**src/hw/rtl/pidr_pkg.sv**
```systemverilog
// ----------------------------------------------------------------------------
// pidr_pkg
// Types and constants shared by the ramped-limit PID controller modules.
// ----------------------------------------------------------------------------
`default_nettype none

package pidr_pkg;

    localparam int DATA_W  = 32;
    localparam int TIME_W  = 31;
    localparam int TICK_W  = 6;
    localparam int IDX_W   = 3;
    localparam int NUM_W   = 48;   // dividend width: 31 bit time shifted by 17
    localparam int DCNT_W  = 6;

    // IQ17 saturation thresholds
    localparam logic signed [31:0] EDGE17   = 32'sh7FFE_0000;  // 16383.0
    localparam logic signed [31:0] SUBST17  = 32'sh7D00_0000;  // 16000.0
    localparam logic signed [31:0] OUTSAT17 = 32'sh7FF8_0000;  // 16380.0
    localparam logic signed [63:0] EDGE8    = 64'sd4194048;    // 16383.0 in IQ8
    localparam logic [47:0]        RAMP_NUM = 48'd515375104;   // 0.03 IQ17 << 17

    // configuration register indexes
    typedef enum logic [IDX_W-1:0] {
        REG_PROP_GAIN   = 3'd0,
        REG_INT_TIME    = 3'd1,
        REG_DER_TIME    = 3'd2,
        REG_SAMPLE_TIME = 3'd3,
        REG_UPPER       = 3'd4,
        REG_LOWER       = 3'd5,
        REG_RAMP_TIME   = 3'd6,
        REG_DER_ON_ERR  = 3'd7
    } reg_idx_t;

    // datapath operations
    typedef enum logic [4:0] {
        OP_NOP,
        OP_PRESET,
        OP_LOAD,
        OP_DIV_GO,
        OP_DIV_RUN,
        OP_DIV_ST,
        OP_MUL_P,
        OP_POST_P,
        OP_MUL_ETS,
        OP_POST_ETS,
        OP_MUL_A,
        OP_POST_A,
        OP_MUL_KT,
        OP_POST_KT,
        OP_CLAMP_I,
        OP_MUL_DE,
        OP_POST_DE,
        OP_MUL_DS,
        OP_POST_DS,
        OP_MUL_DM,
        OP_POST_DM,
        OP_MUL_DK,
        OP_POST_DK,
        OP_SUM1,
        OP_SUM2,
        OP_RAMP,
        OP_FINAL
    } op_t;

    // which quotient the divider produces
    typedef enum logic [1:0] {
        DIV_TS_TI,
        DIV_TD_TI,
        DIV_TD_TS,
        DIV_STEP
    } div_sel_t;

    typedef struct packed {
        op_t      op;
        div_sel_t sel;
    } cmd_t;

    typedef struct packed {
        logic div_last;
        logic ti_zero;
        logic td_zero;
        logic der_on_err;
    } stat_t;

endpackage

`default_nettype wire

```
**src/hw/rtl/pidr_ctrl.sv**
```systemverilog
// ----------------------------------------------------------------------------
// pidr_ctrl
// Sequencer: accepts a sample, steps the datapath through division,
// multiply and limit operations, and holds the result valid flag.
// ----------------------------------------------------------------------------
`default_nettype none

module pidr_ctrl (
    input  wire logic            clk,
    input  wire logic            rst_n,
    input  wire logic            in_valid,
    input  wire logic            in_run,
    output logic                 in_ready,
    output logic                 capture,
    output logic                 out_valid,
    input  wire logic            out_ready,
    input  wire pidr_pkg::stat_t stat,
    output pidr_pkg::cmd_t       cmd
);

    typedef enum logic [4:0] {
        S_IDLE, S_PRESET, S_LOAD, S_DGO, S_DRUN, S_DST,
        S_MUL_P, S_POST_P, S_MUL_ETS, S_POST_ETS, S_MUL_A, S_POST_A,
        S_MUL_KT, S_POST_KT, S_CLAMP_I, S_MUL_DE, S_POST_DE, S_MUL_DS,
        S_POST_DS, S_MUL_DM, S_POST_DM, S_MUL_DK, S_POST_DK,
        S_SUM1, S_SUM2, S_RAMP, S_WAIT, S_FINAL
    } state_t;

    state_t              state_reg, state_next;
    pidr_pkg::div_sel_t  sel_reg, sel_next;
    pidr_pkg::cmd_t      cmd_reg;
    logic                out_valid_reg;

    function automatic pidr_pkg::op_t op_of(input state_t s);
        case (s)
            S_PRESET:   return pidr_pkg::OP_PRESET;
            S_LOAD:     return pidr_pkg::OP_LOAD;
            S_DGO:      return pidr_pkg::OP_DIV_GO;
            S_DRUN:     return pidr_pkg::OP_DIV_RUN;
            S_DST:      return pidr_pkg::OP_DIV_ST;
            S_MUL_P:    return pidr_pkg::OP_MUL_P;
            S_POST_P:   return pidr_pkg::OP_POST_P;
            S_MUL_ETS:  return pidr_pkg::OP_MUL_ETS;
            S_POST_ETS: return pidr_pkg::OP_POST_ETS;
            S_MUL_A:    return pidr_pkg::OP_MUL_A;
            S_POST_A:   return pidr_pkg::OP_POST_A;
            S_MUL_KT:   return pidr_pkg::OP_MUL_KT;
            S_POST_KT:  return pidr_pkg::OP_POST_KT;
            S_CLAMP_I:  return pidr_pkg::OP_CLAMP_I;
            S_MUL_DE:   return pidr_pkg::OP_MUL_DE;
            S_POST_DE:  return pidr_pkg::OP_POST_DE;
            S_MUL_DS:   return pidr_pkg::OP_MUL_DS;
            S_POST_DS:  return pidr_pkg::OP_POST_DS;
            S_MUL_DM:   return pidr_pkg::OP_MUL_DM;
            S_POST_DM:  return pidr_pkg::OP_POST_DM;
            S_MUL_DK:   return pidr_pkg::OP_MUL_DK;
            S_POST_DK:  return pidr_pkg::OP_POST_DK;
            S_SUM1:     return pidr_pkg::OP_SUM1;
            S_SUM2:     return pidr_pkg::OP_SUM2;
            S_RAMP:     return pidr_pkg::OP_RAMP;
            S_FINAL:    return pidr_pkg::OP_FINAL;
            default:    return pidr_pkg::OP_NOP;
        endcase
    endfunction

    assign in_ready = state_reg == S_IDLE;
    assign capture  = in_valid && in_ready;

    // derivative branch entry
    state_t d_entry;
    assign d_entry = stat.td_zero ? S_SUM1 : (stat.der_on_err ? S_MUL_DE : S_MUL_DM);

    always_comb
    begin
        state_next = state_reg;
        sel_next   = sel_reg;
        case (state_reg)
            S_IDLE:
                if (capture)
                begin
                    state_next = in_run ? S_LOAD : S_PRESET;
                    sel_next   = pidr_pkg::DIV_TS_TI;
                end
            S_PRESET:   state_next = S_IDLE;
            S_LOAD:     state_next = S_DGO;
            S_DGO:      state_next = S_DRUN;
            S_DRUN:     if (stat.div_last) state_next = S_DST;
            S_DST:
                case (sel_reg)
                    pidr_pkg::DIV_TS_TI: begin sel_next = pidr_pkg::DIV_TD_TI; state_next = S_DGO; end
                    pidr_pkg::DIV_TD_TI: begin sel_next = pidr_pkg::DIV_TD_TS; state_next = S_DGO; end
                    pidr_pkg::DIV_TD_TS: begin sel_next = pidr_pkg::DIV_STEP;  state_next = S_DGO; end
                    default:             state_next = S_MUL_P;
                endcase
            S_MUL_P:    state_next = S_POST_P;
            S_POST_P:   state_next = stat.ti_zero ? d_entry : S_MUL_ETS;
            S_MUL_ETS:  state_next = S_POST_ETS;
            S_POST_ETS: state_next = stat.der_on_err ? S_MUL_KT : S_MUL_A;
            S_MUL_A:    state_next = S_POST_A;
            S_POST_A:   state_next = S_MUL_KT;
            S_MUL_KT:   state_next = S_POST_KT;
            S_POST_KT:  state_next = S_CLAMP_I;
            S_CLAMP_I:  state_next = d_entry;
            S_MUL_DE:   state_next = S_POST_DE;
            S_POST_DE:  state_next = S_MUL_DS;
            S_MUL_DS:   state_next = S_POST_DS;
            S_POST_DS:  state_next = S_SUM1;
            S_MUL_DM:   state_next = S_POST_DM;
            S_POST_DM:  state_next = S_MUL_DK;
            S_MUL_DK:   state_next = S_POST_DK;
            S_POST_DK:  state_next = S_SUM1;
            S_SUM1:     state_next = S_SUM2;
            S_SUM2:     state_next = S_RAMP;
            S_RAMP:     state_next = S_WAIT;
            S_WAIT:     if (!out_valid_reg || out_ready) state_next = S_FINAL;
            S_FINAL:    state_next = S_IDLE;
            default:    state_next = S_IDLE;
        endcase
    end

    // state, command and result valid
    always_ff @(posedge clk or negedge rst_n)
    begin
        if (!rst_n)
        begin
            state_reg     <= S_IDLE;
            sel_reg       <= pidr_pkg::DIV_TS_TI;
            cmd_reg       <= '{op: pidr_pkg::OP_NOP, sel: pidr_pkg::DIV_TS_TI};
            out_valid_reg <= 1'b0;
        end
        else
        begin
            state_reg   <= state_next;
            sel_reg     <= sel_next;
            cmd_reg.op  <= op_of(state_next);
            cmd_reg.sel <= sel_next;
            if (state_reg == S_FINAL)
                out_valid_reg <= 1'b1;
            else if (out_ready)
                out_valid_reg <= 1'b0;
        end
    end

    assign cmd       = cmd_reg;
    assign out_valid = out_valid_reg;

`ifndef SYNTHESIS
    // a stopped sample never yields a result
    a_no_result_stopped: assert property (@(posedge clk) disable iff (!rst_n)
        capture && !in_run |=> !$rose(out_valid_reg))
        else $error("result raised for stopped sample");

    // results only appear from the commit step
    a_rise_from_final: assert property (@(posedge clk) disable iff (!rst_n)
        $rose(out_valid_reg) |-> $past(state_reg == S_FINAL))
        else $error("result valid without commit");

    // commit never overwrites a pending result
    a_final_slot_free: assert property (@(posedge clk) disable iff (!rst_n)
        state_reg == S_FINAL |-> !out_valid_reg)
        else $error("commit over pending result");

    // divider iterates while waiting for quotient
    a_div_cmd: assert property (@(posedge clk) disable iff (!rst_n)
        state_reg == S_DRUN |-> cmd_reg.op == pidr_pkg::OP_DIV_RUN)
        else $error("divider not stepping");
`endif

endmodule

`default_nettype wire

```
**config.mk**
```make
export PLATFORM = sky130hd
export DESIGN_NAME = pidr_ctrl
export DESIGN_NICKNAME = d
export VERILOG_FILES = /design/src/hw/rtl/pidr_pkg.sv /design/src/hw/rtl/pidr_ctrl.sv
export SDC_FILE = /design/constraint.sdc
export NUM_CORES = 1
export LEC_CHECK = 0
export BUFFER_PORTS_ARGS = -buffer_cell sky130_fd_sc_hd__buf_2
export CORE_ASPECT_RATIO = 1.2
export CORE_MARGIN = 4
export CORE_UTILIZATION = 48
export CTS_CLUSTER_SIZE = 40
export DETAILED_ROUTE_END_ITERATION = 8
export PLACE_DENSITY = 0.71
export SLEW_MARGIN = 20
export SYNTH_ARGS = -nofsm -noshare
export SYNTH_HDL_FRONTEND = slang
export SYNTH_SLANG_ARGS = --single-unit
export TNS_END_PERCENT = 1
```
**constraint.sdc**
```tcl
create_clock -name clk -period 1.5 [get_ports clk]
set_input_delay 0.15 -clock clk [delete_from_list [all_inputs] [get_ports clk]]
set_output_delay 0.15 -clock clk [all_outputs]
set_load 0.01 [all_outputs]
```
==> summary.md <==
| Metric | Value |
|---|---|
| Area Growth Syn to Fin | `43.01%` |
| DP HPWL | `about 1800 um` |
| Seq/Total Area, Yosys | `between 30% and 40%` |
| Fill cells | `between 100 and 150` |
| TritonCTS Buffers | `3` |
| Vias in the first global route | `981` |
| Critical path class | `flop to flop` |
| EDFF count, synth | `0` |
| Gr usage total | `20.33%` |
| Placed insts | `about 160` |
| Period utilization | `111.9%` |
| Mapped Cells | `between 100 and 150` |
| Synth area leaders | `dfrtp_1 34%, nor2b_1 5.3%, ha_1 4.0%` |
| Final worst setup slack | `-0.1792 ns` |
| Core Util, Final | `73.29%` |
| Post-Synth Simple-Gate Area | `slightly above 30%` |
| Failing checks | `setup timing` |
| Multi-input logic area | `614.3 um^2` |
| Initial antenna violation count | `0` |
| Final hold vios | `0` |
| Min cycle time layout | `between 1.5 and 2 ns` |
| # rows | `17` |
| H-Tree Depth | `1` |
| I/O pin total | `19` |
| Final setup violation count | `6` |
| Clock net sink count | `13` |
| Max-cap violations | `0` |
| Top_reg_cell synth | `dfrtp_1` |
| Synth Area in Compound Gates | `23.09%` |
| Register area | `331.6 um^2` |
| Worst endpoint data arrival time | `between 1.5 and 2 ns` |
| Area leader, netlist | `dfrtp_1` |
| WP buf/inv | `1` |
| Relative slew margins | `roughly 70%` |
| Cell with the largest stage delay on the worst path | `dfrtp_2` |
| Crit-path leading delay family | `compound AO/OA/AOI/OAI gates` |
| Netlist cell types | `42` |
| Chip height | `56.69 um` |
| CP max FO | `6` |
| Worst slew pin tran | `about 0.44 ns` |
| Initial Utilization | `51.25%` |
| Pwr Density | `2295 nW/um^2` |
| First-pass GRT wire length | `approximately 4500 um` |
| Crit start category | `flop` |
| Layout cells sized above 1 | `between 40% and 50%` |
| Post-synthesis mux area share | `0%` |
| GPL Wtd Cong | `0.8605` |
| Hold Path Class | `primary input to flop` |
| WL per Instance | `between 15 and 20 um` |
| Fin Clk Skew | `0.004179 ns` |
| CP Data Required Time | `roughly 1.7 ns` |
| # DRC | `0` |
| Peak VDD IR | `1.286 mV` |
| DR vias/cell | `just under 6` |
| Grt ovf | `0` |
| Mapped Area | `~950 um^2` |
| DR pass1 iterations | `4` |
| CTS tree | `yes` |
| Ant diodes | `0` |
| DRT Wirelength | `about 2700 um` |
| Async S/R FF share, synth | `100.0%` |
| Final Slew Violations | `0` |
| Largest net degree at the start of global routing | `14` |
| Outcome | `complete, but fails checks` |
| Nets | `approximately 170` |
| Adder-Cell Fraction of Synth Area | `3.958%` |
| Port bufs | `18` |
| DR vias | `1018` |
| Crit path cell chain | `xnor2_1 -> o311a_1 -> a221o_1 -> buf_4 -> nand2_1 -> o21ai_1` |
| Starting DRT DRC Count | `43` |
| Max reg flops | `7` |
| Endpoint type of the worst setup path | `flop` |
| Syn_nets | `roughly 120` |
| Synthesized area per cell | `approximately 8.7 um^2` |
| Max clock buf depth | `2` |
| Clk_lat worst skew | `about 0.28 ns` |
| RSZ-0062 raised after global routing | `true` |
| Fmax | `roughly 0.60 GHz` |
| YS warnings | `0` |
| Share of Yosys cell area claimed by the top area cell type | `between 30 and 40%` |
| Die ar. | `2754 um^2` |
| Leakage power | `roughly 0.00064 uW` |
| Die W | `around 49 um` |
| CTS Root Buffer Type | `clkbuf_4` |
| Post-Layout Cell Count | `between 150 and 200` |
| Peak per-stage delay on the critical path | `~0.47 ns` |
| Synth Area in XOR/XNOR | `approximately 1.8%` |
| Final ANT Viol Nets | `0` |
| Core Area | `~1900 um^2` |
| Flops & latches, synth | `13` |
| Largest family of logic cells by synthesized area | `simple AND/OR/NAND/NOR gates` |
| Clock transition at path regs | `0.08 ns` |
cell families (layout without fill, tap and decap cells):
kind of cell	Yosys count	count (layout)
buf+inv	15	58
fa+ha+maj	3	3
simple gates	45	45
xor+xnor	2	2
flops	13	13
compound gates	31	31
final cells by class:
cell class / instances / area share (%)
Multi-Input combinational cell: 81 / 45.30
Tap cell: 19 / 1.753
Inverter: 7 / 1.937
Timing Repair Buffer: 47 / 24.63
Sequential cell: 13 / 24.45
Clock buffer: 4 / 1.937
where the power goes:
group | leakage, uW | switching (uW) | internal (uW)
Sequential | 0.000161 | 217 | 523
Clock | 0.0000150 | 118 | 103
Combinational | 0.000466 | 1020 | 1130
final timing paths:
path / startpoint / endpoint / slack [ns] / cells after the start
worst max register to register: state_reg[0] / cmd[3] / -0.18 / 6
worst min-delay path: out_ready / out_valid / 0.16 / 3
worst max-delay path: state_reg[0] / cmd[3] / -0.18 / 6
worst min register to register: out_valid / out_valid / 0.54 / 1
min in group asynchronous: rst_n / cmd[5] / 0.28 / 2
max in group asynchronous: rst_n / state_reg[4] / 0.97 / 2
per-stage QoR:
| step | instance area [um^2] | hold WS (ns) | setup TNS (ns) | total power, uW | setup slack [ns] |
|---|---|---|---|---|---|
| 2_1_floorplan | 984.7 | -0.1456 | -0.05209 | 1857 | -0.03184 |
| 3_3_place_gp | 1197 | 0.04643 | -0.8021 | 2433 | -0.1699 |
| 3_5_place_dp | 1197 | 0.05082 | -1.013 | 2477 | -0.2183 |
| 4_1_cts | 1314 | 0.1556 | -0.5286 | 2918 | -0.1243 |
| 5_1_grt | 1356 | 0.1699 | -1.614 | 3361 | -0.2949 |
| 6_report | 1356 | 0.1575 | -0.8033 | 3112 | -0.1792 |
routing by layer:
metal | vias to the layer above | global-route usage (%) | wire length, um
li1 | 480 | - | -
met1 | 482 | 25.45 | 1084
met2 | 48 | 33.77 | 1364
met3 | 8 | 6.101 | 215
met4 | 0 | 5.000 | 56
met5 | - | 0 | 0
Yosys cell counts (2+ instances only):
cell,number
nor3_1,4
dfrtp_1,13
o21ai_0,6
nand3_1,7
buf_2,5
nor2b_1,8
and2_1,3
nand2b_1,2
nand3b_1,2
clkbuf_1,3
nor2_1,5
nand2_1,3
a21oi_1,4
inv_1,7
and3_1,3
nand4b_1,2
o31ai_1,2
ha_1,3
o211ai_1,3
a31oi_1,2
placed cells by master (no fill, tap or decap), types with 4 or more instances in the layout:
cell type	instances
inv_1	7
dfrtp_1	8
nor2_1	4
buf_2	18
o21ai_1	4
nand3_1	7
nor2b_1	6
dfrtp_2	5
buf_4	24
worst register-to-register path: cells and delay by family, from the launching register on:
| kind | cells | cell delay [ns] |
|---|---|---|
| buf+inv | 1 | 0.16 |
| xor+xnor | 1 | 0.16 |
| compound gates | 3 | 0.73 |
| simple gates | 1 | 0.06 |
| flops | 1 | 0.47 |
what timing repair did:
action,CTS,global route
endpoints found under the setup margin,10,13
hold buffers,1,0
endpoints found under the hold margin,13,0
setup buffers,6,2
pin swaps,9,6
gates resized for setup,11,12
No activity file was read; power rests on OpenSTA's default activity.
